**src/rtl/lro_pkg.sv**
```systemverilog
// lro_pkg: shared constants and types for the LRU replacement order block.
// Used by lro_ctrl, lro_datapath and lru_replacement_order; no dependencies.
`timescale 1ns / 1ps

package lro_pkg;

	localparam int LIST_DEPTH = 32;
	localparam int KEY_BITS   = 32;
	localparam int OCC_BITS   = $clog2(LIST_DEPTH + 1);

	typedef logic [KEY_BITS-1:0] key_t;
	typedef logic [OCC_BITS-1:0] occ_t;

	typedef enum logic [2:0] {
		ST_IDLE = 3'b001,
		ST_CMP  = 3'b010,
		ST_UPD  = 3'b100
	} state_t;

	typedef struct packed {
		logic load_key;
		logic compare;
		logic update;
	} dp_cmd_t;

endpackage

```
**src/rtl/lru_replacement_order.sv**
```systemverilog
// Each key passes through a compare state, which checks it against all stored
// slots in parallel, and an update state, which shifts the 32-entry key row and
// writes the key at the front. A new key may be started in the update state, so
// back-to-back keys need no idle state between them; busy is high only in the
// compare state. The result appears in the cycle after the update, strobed by
// done for exactly one cycle; the receiver cannot stall it. No clearing pass
// runs after reset. Depends on lro_pkg, lro_ctrl and lro_datapath.
`timescale 1ns / 1ps

module lru_replacement_order (
	input  logic        clk,
	input  logic        arst_n,
	input  logic        start,
	input  logic [31:0] use_key,
	output logic        busy,
	output logic        done,
	output logic        was_hit,
	output logic        evict_valid,
	output logic [31:0] evicted_key
);
	import lro_pkg::*;

	dp_cmd_t cmd;

	lro_ctrl u_ctrl (
		.clk    (clk),
		.arst_n (arst_n),
		.start  (start),
		.busy   (busy),
		.done   (done),
		.cmd    (cmd)
	);

	lro_datapath u_datapath (
		.clk         (clk),
		.arst_n      (arst_n),
		.cmd         (cmd),
		.use_key     (use_key),
		.was_hit     (was_hit),
		.evict_valid (evict_valid),
		.evicted_key (evicted_key)
	);

endmodule

```
**src/rtl/lro_ctrl.sv**
```systemverilog
// lro_ctrl: sequencer that steps each key through compare and update.
// Depends on lro_pkg; drives lro_datapath through a command struct.
`timescale 1ns / 1ps

module lro_ctrl (
	input  logic            clk,
	input  logic            arst_n,
	input  logic            start,
	output logic            busy,
	output logic            done,
	output lro_pkg::dp_cmd_t cmd
);
	import lro_pkg::*;

	state_t state_q;
	state_t state_d;
	logic   done_q;
	logic   accept;

	assign busy   = (state_q == ST_CMP);
	assign accept = start && !busy;
	assign done   = done_q;

	always_comb begin
		cmd.load_key = accept;
		cmd.compare  = (state_q == ST_CMP);
		cmd.update   = (state_q == ST_UPD);
	end

	always_comb begin
		state_d = state_q;
		case (state_q)
			ST_IDLE: begin
				if (start) state_d = ST_CMP;
			end
			ST_CMP: begin
				state_d = ST_UPD;
			end
			ST_UPD: begin
				state_d = start ? ST_CMP : ST_IDLE;
			end
			default: begin
				state_d = ST_IDLE;
			end
		endcase
	end

	always_ff @(posedge clk or negedge arst_n) begin
		if (!arst_n) begin
			state_q <= ST_IDLE;
			done_q  <= 1'b0;
		end else begin
			state_q <= state_d;
			done_q  <= (state_q == ST_UPD);
		end
	end

	a_done_after_update: assert property (@(posedge clk) disable iff (!arst_n)
		(state_q == ST_UPD) |=> done)
		else $error("result strobe missing after update");
	a_cmp_after_accept: assert property (@(posedge clk) disable iff (!arst_n)
		accept |=> (state_q == ST_CMP))
		else $error("accepted transfer did not enter compare");
	a_upd_after_cmp: assert property (@(posedge clk) disable iff (!arst_n)
		(state_q == ST_CMP) |=> (state_q == ST_UPD))
		else $error("compare not followed by update");

endmodule

```
**src/rtl/lro_datapath.sv**
```systemverilog
// lro_datapath: recency-ordered key row with parallel compare and shift.
// Depends on lro_pkg; commanded by lro_ctrl.
`timescale 1ns / 1ps

module lro_datapath (
	input  logic             clk,
	input  logic             arst_n,
	input  lro_pkg::dp_cmd_t cmd,
	input  logic [31:0]      use_key,
	output logic             was_hit,
	output logic             evict_valid,
	output logic [31:0]      evicted_key
);
	import lro_pkg::*;

	key_t                  entry_q [LIST_DEPTH];
	key_t                  key_q;
	occ_t                  occ_q;
	logic [LIST_DEPTH-1:0] hit_vec_q;
	logic [LIST_DEPTH-1:0] match;
	logic [LIST_DEPTH-1:0] shift_en;
	logic                  hit;
	logic                  full;
	logic                  hit_q;
	logic                  evict_q;
	key_t                  evicted_q;

	assign hit  = |hit_vec_q;
	assign full = (occ_q == occ_t'(LIST_DEPTH));

	always_comb begin
		for (int i = 0; i < LIST_DEPTH; i++) begin
			match[i] = (entry_q[i] == key_q) && (occ_t'(i) < occ_q);
		end
	end

	// shift every slot up to the hit slot, or up to the fill level on a miss
	always_comb begin
		for (int i = 0; i < LIST_DEPTH; i++) begin
			shift_en[i] = hit ? (|(hit_vec_q >> i)) : (occ_t'(i) <= occ_q);
		end
	end

	always_ff @(posedge clk) begin
		if (cmd.load_key) key_q <= KEY_BITS'(use_key);
		if (cmd.update) begin
			entry_q[0] <= key_q;
			for (int i = 1; i < LIST_DEPTH; i++) begin
				if (shift_en[i]) entry_q[i] <= entry_q[i-1];
			end
			hit_q     <= hit;
			evict_q   <= !hit && full;
			evicted_q <= (!hit && full) ? entry_q[LIST_DEPTH-1] : '0;
		end
	end

	always_ff @(posedge clk or negedge arst_n) begin
		if (!arst_n) begin
			occ_q     <= '0;
			hit_vec_q <= '0;
		end else begin
			if (cmd.compare) hit_vec_q <= match;
			if (cmd.update && !hit && !full) occ_q <= occ_q + occ_t'(1);
		end
	end

	assign was_hit     = hit_q;
	assign evict_valid = evict_q;
	assign evicted_key = 32'(evicted_q);

	a_occ_bound: assert property (@(posedge clk) disable iff (!arst_n)
		occ_q <= occ_t'(LIST_DEPTH))
		else $error("occupancy above list depth");
	a_unique_match: assert property (@(posedge clk) disable iff (!arst_n)
		$onehot0(hit_vec_q))
		else $error("key stored in more than one slot");
	a_evict_when_full: assert property (@(posedge clk) disable iff (!arst_n)
		(cmd.update && !hit && full) |=> (evict_valid && full))
		else $error("eviction not reported on full miss");
	a_fill_grows: assert property (@(posedge clk) disable iff (!arst_n)
		(cmd.update && !hit && !full) |=> (occ_q == $past(occ_q) + occ_t'(1)))
		else $error("fill level did not advance on miss");

endmodule

```
**config.mk**
```make
export PLATFORM = sky130hd
export DESIGN_NAME = lru_replacement_order
export DESIGN_NICKNAME = d
export VERILOG_FILES = /design/src/rtl/lro_pkg.sv /design/src/rtl/lru_replacement_order.sv /design/src/rtl/lro_ctrl.sv /design/src/rtl/lro_datapath.sv
export SDC_FILE = /design/constraint.sdc
export NUM_CORES = 1
export LEC_CHECK = 0
export CAP_MARGIN = 20
export CORE_UTILIZATION = 60
export DETAILED_ROUTE_END_ITERATION = 8
export DONT_BUFFER_PORTS = 1
export PLACE_DENSITY = 0.76
export SLEW_MARGIN = 5
export SYNTH_ARGS = -nofsm -noshare
export SYNTH_HDL_FRONTEND = slang
export SYNTH_SLANG_ARGS = --single-unit
```
**constraint.sdc**
```tcl
create_clock -name clk -period 9.9 [get_ports clk]
set_clock_uncertainty 0.15 [all_clocks]
set_input_delay 0.99 -clock clk [delete_from_list [all_inputs] [get_ports clk]]
set_output_delay 0.99 -clock clk [all_outputs]
set_load 0.05 [all_outputs]
```
**Word level (Yosys, flattened, before mapping)**

Memory sizes are Yosys's and may differ from the RTL's.
Index checks and enable logic that the tools add are counted.

- Equal/unequal tests: 37
- Multiplexer cells: 129
- Add/sub/neg operators: 1
- Reductions and logical operators: 70
- Magnitude comparators: 63

Operators with widths:

| kind | number |
|---|---|
| 32-bit equality test | 32 |
| 1-bit two-way mux | 126 |
| 5-bit by 6-bit <= comparator with 1-bit output, first input constant | 16 |
| 5-bit by 6-bit < comparator with 1-bit output, first input constant | 16 |
| 4-bit by 6-bit <= comparator with 1-bit output, first input constant | 8 |
| 4-bit by 6-bit < comparator with 1-bit output, first input constant | 8 |
| 1-bit logical AND | 36 |
| 32-bit OR reduction | 1 |
| 31-bit OR reduction | 1 |
| 30-bit OR reduction | 1 |
| 29-bit OR reduction | 1 |
| 28-bit OR reduction | 1 |
| 27-bit OR reduction | 1 |
| 26-bit OR reduction | 1 |
| 25-bit OR reduction | 1 |
| 3-bit by 6-bit <= comparator with 1-bit output, first input constant | 4 |
| 3-bit by 6-bit < comparator with 1-bit output, first input constant | 4 |
| 24-bit OR reduction | 1 |
| 23-bit OR reduction | 1 |
| 22-bit OR reduction | 1 |
| 21-bit OR reduction | 1 |
| 20-bit OR reduction | 1 |
| 19-bit OR reduction | 1 |
| 18-bit OR reduction | 1 |
| 30 further kinds | 35 |

- Word-level logic and storage cells: 309
- RAM bits: 1024
- Input bits: 35
- Memories kept: 1
- Register bits after elaboration: 108
- Output and inout port bits: 36

Memories:

| memory | words | bits a word | rd ports | clocked after Yosys merged registers in | wr ports | RTL line | RTL |
|---|---|---|---|---|---|---|---|
| u_datapath.entry_q | 32 | 32 | 32 | 0 | 32 | lro_datapath.sv:16 | `key_t entry_q [LIST_DEPTH];` |

**Longest topological paths before layout**

Gate-level depths: netlist of run 1.

- Depth after elaboration: 5
- Mapped depth: 8
- Gate-level depth less buffers: 7

**Modules after synthesis**

From an unflattened synthesis of run 1, not the netlist that was laid out.

- Cell total of the unflattened synthesis: 2983
- Area, all modules: 47473.0 um2

Modules (own cells, without submodules):

| module | instances | seq. area each (um2) | area an instance (um2) | cells an instance |
|---|---|---|---|---|
| lro_datapath | 1 | 33682.3 | 47266.6 | 2968 |
| lro_ctrl | 1 | 101.3 | 206.4 | 15 |

**Worst setup path after synthesis of run 1**

No wires, ideal clock.

- Path kind: reg-to-reg
- From: reg u_ctrl.state_q[1]
- To: mem u_datapath.entry_q[0][448] (netlist name) (enable)
- Stages on the path, launching flop included: 7
- Path slack: 4.624 ns
- Path buffers: 1
- Data arrival time: 4.694 ns
- Path through: dfrtp_1 > nor2_1 > nand2_1 > inv_1 > clkbuf_1 > o21ai_0 > a21oi_1

RTL lines:

| element | RTL line | RTL |
|---|---|---|
| start, declared | lro_ctrl.sv:15 | `state_t state_q;` |
| start signal, assigned | lro_ctrl.sv:53 | `state_q <= state_d;` |
| end, declared | lro_datapath.sv:16 |  |

==> results.sh, run 1 <==
export IMPL_clockBufferDepth=3
export IMPL_multiInputGateArea_mm2=0.0131
export IMPL_cts_sinks=1132
export IMPL_drt_iter0_drc=3394
export IMPL_cts_root_buf="clkbuf_16"
export IMPL_dpl_instance_area_mm2=0.0489
export IMPL_tritoncts="built"
export IMPL_nets=3032
export IMPL_critPathRequiredTime_ns=10.04
export IMPL_p_per_area_mw_per_mm2=200
export IMPL_reg2reg_from="u_datapath.hit_vec_q[29]$_DFFE_PN0P_"
export IMPL_maxCapViolations=0
export IMPL_ys_warn_count=0
export IMPL_post_place_ws_ns=6.14
export IMPL_start_util_pct=60.9
export IMPL_fin_ws_ns=6.13
export IMPL_worst_pin_slew_ns=1.09
export IMPL_cts_resized_gates=0
export IMPL_hold_violations=0
export IMPL_period_share_pct=38.1
export IMPL_synth_flop_cell="edfxtp_1"
export IMPL_rows=102
export IMPL_critPathKind="flip-flop to flip-flop"
export IMPL_fmax_mhz=265
export IMPL_io_pins=71
export IMPL_antenna_found_initial=3
export IMPL_final_cell_mix="1090 x edfxtp_1, 526 x xor2_1, 500 x xnor2_1, 163 x nor4_1, 147 x nand4_1"
export IMPL_hold_path_class="primary input to flip-flop"
export IMPL_final_common_cell="edfxtp_1"
export IMPL_synth_seq_cells=1132
export IMPL_ys_seq_area_share_pct=71.4
export IMPL_synthTopCellsByArea="edfxtp_1 69%, xor2_1 9.7%, xnor2_1 9.3%"
export IMPL_clk_latency_ns=0.70
export IMPL_reg2reg_slack_ns=6.13
export IMPL_vias=26629
export IMPL_grt_pass1_vias=26481
export IMPL_numCtsBuffers=112
export IMPL_slowest_delay_ns=0.80
export IMPL_route_detailed_drc=0
export IMPL_drive_gt1_share_pct=9.14
export IMPL_routed_wl_mm=125
export IMPL_vdd_ir_drop_max_mv=0.195
export IMPL_drv_slew=0
export IMPL_numPortBuffers=0
export IMPL_dieWidth_um=283
export IMPL_synth_area_mm2=0.0473
export IMPL_status="finished clean"
export IMPL_regArea_mm2=0.0338
export IMPL_syn_avg_cell_area_um2=16.0
export IMPL_ys_async_sr_fraction_pct=3.71
export IMPL_min_from="use_key[18]"
export IMPL_total_power_mw=10.5
export IMPL_syn_inst=2957
export IMPL_grt_usage_pct=31.7
export IMPL_critPathSlowestCell="nor2_2"
export IMPL_fin_tns_setup_ns=0
export IMPL_routedWlPerCell_um=30.4
export IMPL_dp_hpwl_mm=81.1
export IMPL_p_leak_nw=16.6
export IMPL_synth_fp_nets=2997
export IMPL_start_kind="flip-flop"
export IMPL_grt_pass1_wl_mm=180
export IMPL_yosysTopAreaCell="edfxtp_1"
export IMPL_reg2reg_depth=6
export IMPL_path_clk_slew_ns=0.06
export IMPL_setup_violations=0
export IMPL_crit_path_cell_trace="or4_4 > or3_1 > nor4_4 > inv_2 > nor2_2 > a21oi_4"
export IMPL_fp_coreArea_mm2=0.0777
export IMPL_grt_max_degree=71
export IMPL_hold_path_depth=0
export IMPL_dieHeight_um=283
export IMPL_n_fill_cell=4972
export IMPL_worst_setup_path_end_kind="flip-flop"
export IMPL_overflow=0
export IMPL_synth_edf_count=1090
export IMPL_final_cell_area_mm2=0.0525
export IMPL_r2r_end="u_datapath.entry_q[1][452]$_DFFE_PP_"
export IMPL_die_area_mm2=0.0800
export IMPL_first_pass_iters=6
export IMPL_gp_routability_congestion=0.934
export IMPL_post_cts_buffers=0
export IMPL_antenna_left=0
export IMPL_rsz0062_at_grt="no"
export IMPL_period_needed_ns=3.77
export IMPL_critical_path_max_fanout=32
export IMPL_h_tree_depth=3
export IMPL_synth_top_area_share_pct=69.2
export IMPL_min_to="u_datapath.key_q[18]$_DFFE_PP_"
export IMPL_relSlewSlack_pct=27.2
export IMPL_syn_to_final_growth_pct=11.0
export IMPL_cp_arrival_ns=3.92
export IMPL_synth_cell_type_count=55
export IMPL_vias_per_cell=6.45
worst max path at each step:
stage | startpoint | endpoint | slack, ns | depth (start not counted)
floorplan | u_ctrl.state_q[1]$_DFFE_PN0P_ | u_datapath.entry_q[0][448]$_DFFE_PP_ | 4.62 | 6
global placement | u_datapath.hit_vec_q[29]$_DFFE_PN0P_ | u_datapath.entry_q[1][456]$_DFFE_PP_ | 6.19 | 6
detailed placement | u_ctrl.state_q[1]$_DFFE_PN0P_ | u_datapath.entry_q[0][439]$_DFFE_PP_ | 6.14 | 7
CTS | u_ctrl.state_q[1]$_DFFE_PN0P_ | u_datapath.entry_q[0][446]$_DFFE_PP_ | 6.11 | 7
global route | u_datapath.hit_vec_q[29]$_DFFE_PN0P_ | u_datapath.entry_q[1][450]$_DFFE_PP_ | 5.97 | 6
finish | u_datapath.hit_vec_q[29]$_DFFE_PN0P_ | u_datapath.entry_q[1][452]$_DFFE_PP_ | 6.13 | 6
worst max-delay path, delay by kind of cell, from the launching register on:
kind / cells / cell delay (ns)
and+or+nand+nor: 4 / 2.10
AOI/OAI and AO/OA: 1 / 0.48
DFF: 1 / 0.39
buffers and inverters: 1 / 0.22
cell type report:
cell class	instances	share of cell area, %
timing repair buffer	82	1.29
clock inverter	62	1.12
clock buffer	146	5.64
tap	1040	2.48
multi-input combinational	1648	25.0
antenna	3	0.0143
sequential	1132	64.3
inverter	16	0.117
cell usage after synthesis, types with 2 or more instances:
cell and n:
o41ai_1 5, nor2_2 2, a32o_1 6, nand3_1 28
o2111ai_1 6, or4_1 3, a22o_1 8, nand2b_1 4
xor2_1 526, nor4_1 163, dfrtp_1 41, and2_1 35
a21boi_0 2, ha_1 5, a2111oi_0 5, edfxtp_1 1090
buf_2 22, or4_4 2, o31ai_1 9, and3_1 2
a211oi_1 7, clkbuf_1 66, nand2_1 31, or2_2 2
nor3b_1 2, or3_1 3, a21oi_1 25, a31oi_1 5
nand4_1 147, xnor2_1 500, o21ai_0 38, o22ai_1 2
a221oi_1 7, buf_1 72, nor2b_1 3, nor3_1 32
a21o_1 2, nor2_1 18, inv_1 15
metal layers:
| layer | track usage (%) | vias to the layer above | share of wire [%] |
|---|---|---|---|
| met4 | 11.6 | 4 | 4.0 |
| met2 | 51.0 | 1830 | 47 |
| li1 | - | 10960 | - |
| met1 | 42.7 | 13492 | 37 |
| met5 | 0 | - | 0.018 |
| met3 | 6.84 | 343 | 11 |
registers in the layout (all words and copies together), names as in the netlist:
| signal | cells |
|---|---|
| u_ctrl.done | 1 |
| u_ctrl.state_q | 3 |
| u_datapath.entry_q | 1024 |
| u_datapath.evict_valid | 1 |
| u_datapath.evicted_key | 32 |
| u_datapath.hit_vec_q | 32 |
| u_datapath.key_q | 32 |
| u_datapath.occ_q | 6 |
| u_datapath.was_hit | 1 |
logic make-up (layout without fill, tap and decap cells):
family                   after synthesis  count (layout)  share of synthesized area (%)
XOR/XNOR                            1026            1026                           19.0
multiplexers                           1               1                         0.0238
buffers and inverters                177             306                           1.48
flip-flops                          1132            1132                           71.4
other                                  0               3                              0
AO/OA/AOI/OAI                        132             132                           1.89
AND/OR/NAND/NOR                      484             484                           6.09
adder cells (fa/ha/maj)                5               5                          0.132
metrics by stage:
step	util [%]	instances	hold WS, ns
after CTS	67.5	4123	0.204
final	67.6	4129	0.233
after detailed placement	62.9	3913	0.295
after global routing	67.6	4127	0.209
after global placement	62.9	3913	0.290
after floorplan	-	2957	0.274
where the power goes:
| part | switching (mW) | internal, mW |
|---|---|---|
| Sequential | 0.0893 | 5.25 |
| Clock | 1.83 | 2.32 |
| Combinational | 0.687 | 0.313 |
| Total | 2.60 | 7.88 |
what timing repair did:
action,CTS,global route
setup endpoints to repair,0,0
hold buffers,2,0
hold endpoints to repair,41,0
(Power assumes the default switching activity.)
==> run 2: changes to the inputs <==
Settings changed: CORE_UTILIZATION 60 to 57, PLACE_DENSITY 0.76 to 0.75.
Clock period 9.9 ns to 3.1 ns, I/O delays scaled along.
==> run 2 against run 1 <==
Setup slack lost 6.1 ns. Die area is 5.2% higher. Combinational power rose to 3.5 times the previous value. Largest power group unchanged. Cell area rose by 4.6%. Non-clock buffer count up 150. Largest cell class unchanged. Critical path type unchanged. Utilization down 0.68 points. Fmax increased by 21%. Cell count rose by 4.4%. The flow now finishes with violations (setup timing).
==> results.sh, run 2 (synthesized netlist as in run 1, its figures left out) <==
export IMPL_grt_max_degree=67
export IMPL_final_common_cell="edfxtp_1"
export IMPL_route_detailed_drc=0
export IMPL_overflow=0
export IMPL_gp_routability_congestion=0.936
export IMPL_routedWlPerCell_um=30.2
export IMPL_clockBufferDepth=3
export IMPL_path_clk_slew_ns=0.07
export IMPL_rsz0062_at_grt="yes"
export IMPL_fin_ws_ns=-0.0233
export IMPL_violations="setup timing"
export IMPL_drv_slew=0
export IMPL_antenna_left=0
export IMPL_cp_arrival_ns=3.37
export IMPL_numCtsBuffers=110
export IMPL_grt_pass1_vias=27493
export IMPL_routed_wl_mm=130
export IMPL_maxCapViolations=0
export IMPL_critPathKind="flip-flop to flip-flop"
export IMPL_hold_ws_ns=0.0549
export IMPL_largest_reg_flops=1024
export IMPL_n_fill_cell=5252
export IMPL_p_sw_share_pct=24.6
export IMPL_critPathRequiredTime_ns=3.35
export IMPL_antenna_found_initial=2
export IMPL_dp_hpwl_mm=84.7
export IMPL_die_area_mm2=0.0842
export IMPL_grt_pass1_wl_mm=187
export IMPL_reg2reg_slack_ns=-0.02
export IMPL_final_cell_mix="1090 x edfxtp_1, 526 x xor2_1, 500 x xnor2_1, 162 x nor4_1, 147 x nand4_1"
export IMPL_start_kind="flip-flop"
export IMPL_first_pass_iters=5
export IMPL_critical_path_max_fanout=12
export IMPL_p_int_mw=25.6
export IMPL_drt_iter0_drc=3492
export IMPL_largest_register="u_datapath.entry_q"
export IMPL_rows=105
export IMPL_setup_violations=27
export IMPL_drive_gt1_share_pct=13.2
export IMPL_tritoncts="built"
export IMPL_worst_pin_slew_ns=1.14
export IMPL_netSwitchingPower_mw=8.34
export IMPL_start_util_pct=57.6
export IMPL_vias=27383
export IMPL_numPortBuffers=0
export IMPL_fmax_mhz=320
export IMPL_cts_sinks=1132
export IMPL_p_comb_share_pct=10.4
export IMPL_total_power_mw=33.9
export IMPL_dieWidth_um=290
export IMPL_status="complete, but fails checks"
export IMPL_p_per_area_mw_per_mm2=618
export IMPL_vias_per_cell=6.35
export IMPL_worst_setup_path_end_kind="flip-flop"
export IMPL_hold_path_class="primary input to async pin"
export IMPL_relSlewSlack_pct=23.0
export IMPL_clk_latency_ns=0.70
export IMPL_nets=3182
export IMPL_cts_root_buf="clkbuf_16"
export IMPL_period_needed_ns=3.12
export IMPL_hold_violations=0
export IMPL_fp_coreArea_mm2=0.0821
export IMPL_seq_power_share_pct=50.0
export IMPL_grt_usage_pct=30.7
export IMPL_period_share_pct=101
export IMPL_pwr_share_clk_pct=39.6
export IMPL_dieHeight_um=290
export IMPL_h_tree_depth=3
export IMPL_vdd_ir_drop_max_mv=0.618
export IMPL_syn_to_final_growth_pct=16.1
export IMPL_io_pins=71
export IMPL_p_leak_nw=17.8
-- run 2: critical path, cell delays in order (launching register included) --
cell and delay (ns):
dfrtp_1 0.38, or4_4 0.56, or3_4 0.38, nor4_4 0.32
buf_4 0.18, inv_4 0.04, buf_12 0.15, a221oi_4 0.32
buf_12 0.17, clkbuf_16 0.15
-- run 2: timing repair --
action | 4_1_cts | 5_1_grt
hold buffers | 35 | 0
cloned | 2 | 8
setup buffers | 6 | 13
hold endpoints to repair | 76 | 0
gates resized for setup | 8 | 12
pin swaps | 2 | 3
endpoints found under the setup margin | 610 | 344
-- run 2: final timing paths --
| check | cells after the start | from | to |
|---|---|---|---|
| setup / recovery | 9 | u_datapath.hit_vec_q[28]$_DFFE_PN0P_ | u_datapath.entry_q[1][320]$_DFFE_PP_ |
| hold / removal | 2 | arst_n | u_datapath.hit_vec_q[4]$_DFFE_PN0P_ |
| setup reg to reg | 9 | u_datapath.hit_vec_q[28]$_DFFE_PN0P_ | u_datapath.entry_q[1][320]$_DFFE_PP_ |
| hold reg to reg | 0 | u_datapath.entry_q[1][10]$_DFFE_PP_ | u_datapath.entry_q[1][42]$_DFFE_PP_ |
| max in group asynchronous | 2 | arst_n | u_ctrl.state_q[0]$_DFFE_PN1P_ |
| min in group clk | 2 | start | u_datapath.key_q[23]$_DFFE_PP_ |
-- run 2: final cells by class --
class                   instances  area (um2)  area share [%]
multi-input cells            1650       13300            24.2
diodes                          2        5.00         0.00911
inverters                      16        63.8           0.116
flip-flops and latches       1132       33800            61.5
clock inverters                75         713            1.30
repair buffers                232        2830            5.16
well taps                    1070        1340            2.44
clock buffers                 133        2900            5.28
-- run 2: power by group through the flow --
stage	sequential, mW	clock [mW]	combinational, mW
2_1_floorplan	17.1	0	2.09
6_report	17.0	13.4	3.52
4_1_cts	16.9	13.5	3.44
3_5_place_dp	17.3	0	3.36
5_1_grt	17.0	14.1	3.67
3_3_place_gp	17.3	0	3.29
-- run 2: routing by layer --
metal	vias to the layer above	wire length [um]	GRT usage, %	share of wire [%]
met5	-	0	0	0
met4	0	4800	10.8	3.7
met3	310	14000	6.23	11
met2	1801	61800	49.6	47
met1	13992	49800	41.7	38
li1	11280	-	-	-
-- run 2: through the flow --
| stage | utilization (%) | std cells | TNS, ns | worst slack [ns] | cell area [um2] |
|---|---|---|---|---|---|
| 2_1_floorplan | - | 2957 | -213.75 | -0.596 | 47600 |
| 3_3_place_gp | 61.5 | 4036 | -17.36 | -0.190 | 50500 |
| 3_5_place_dp | 61.5 | 4036 | -19.64 | -0.191 | 50500 |
| 4_1_cts | 66.5 | 4287 | 0 | 0.0170 | 54600 |
| 5_1_grt | 66.9 | 4308 | -1.55 | -0.0513 | 54900 |
| 6_report | 66.9 | 4310 | -0.322 | -0.0233 | 54900 |
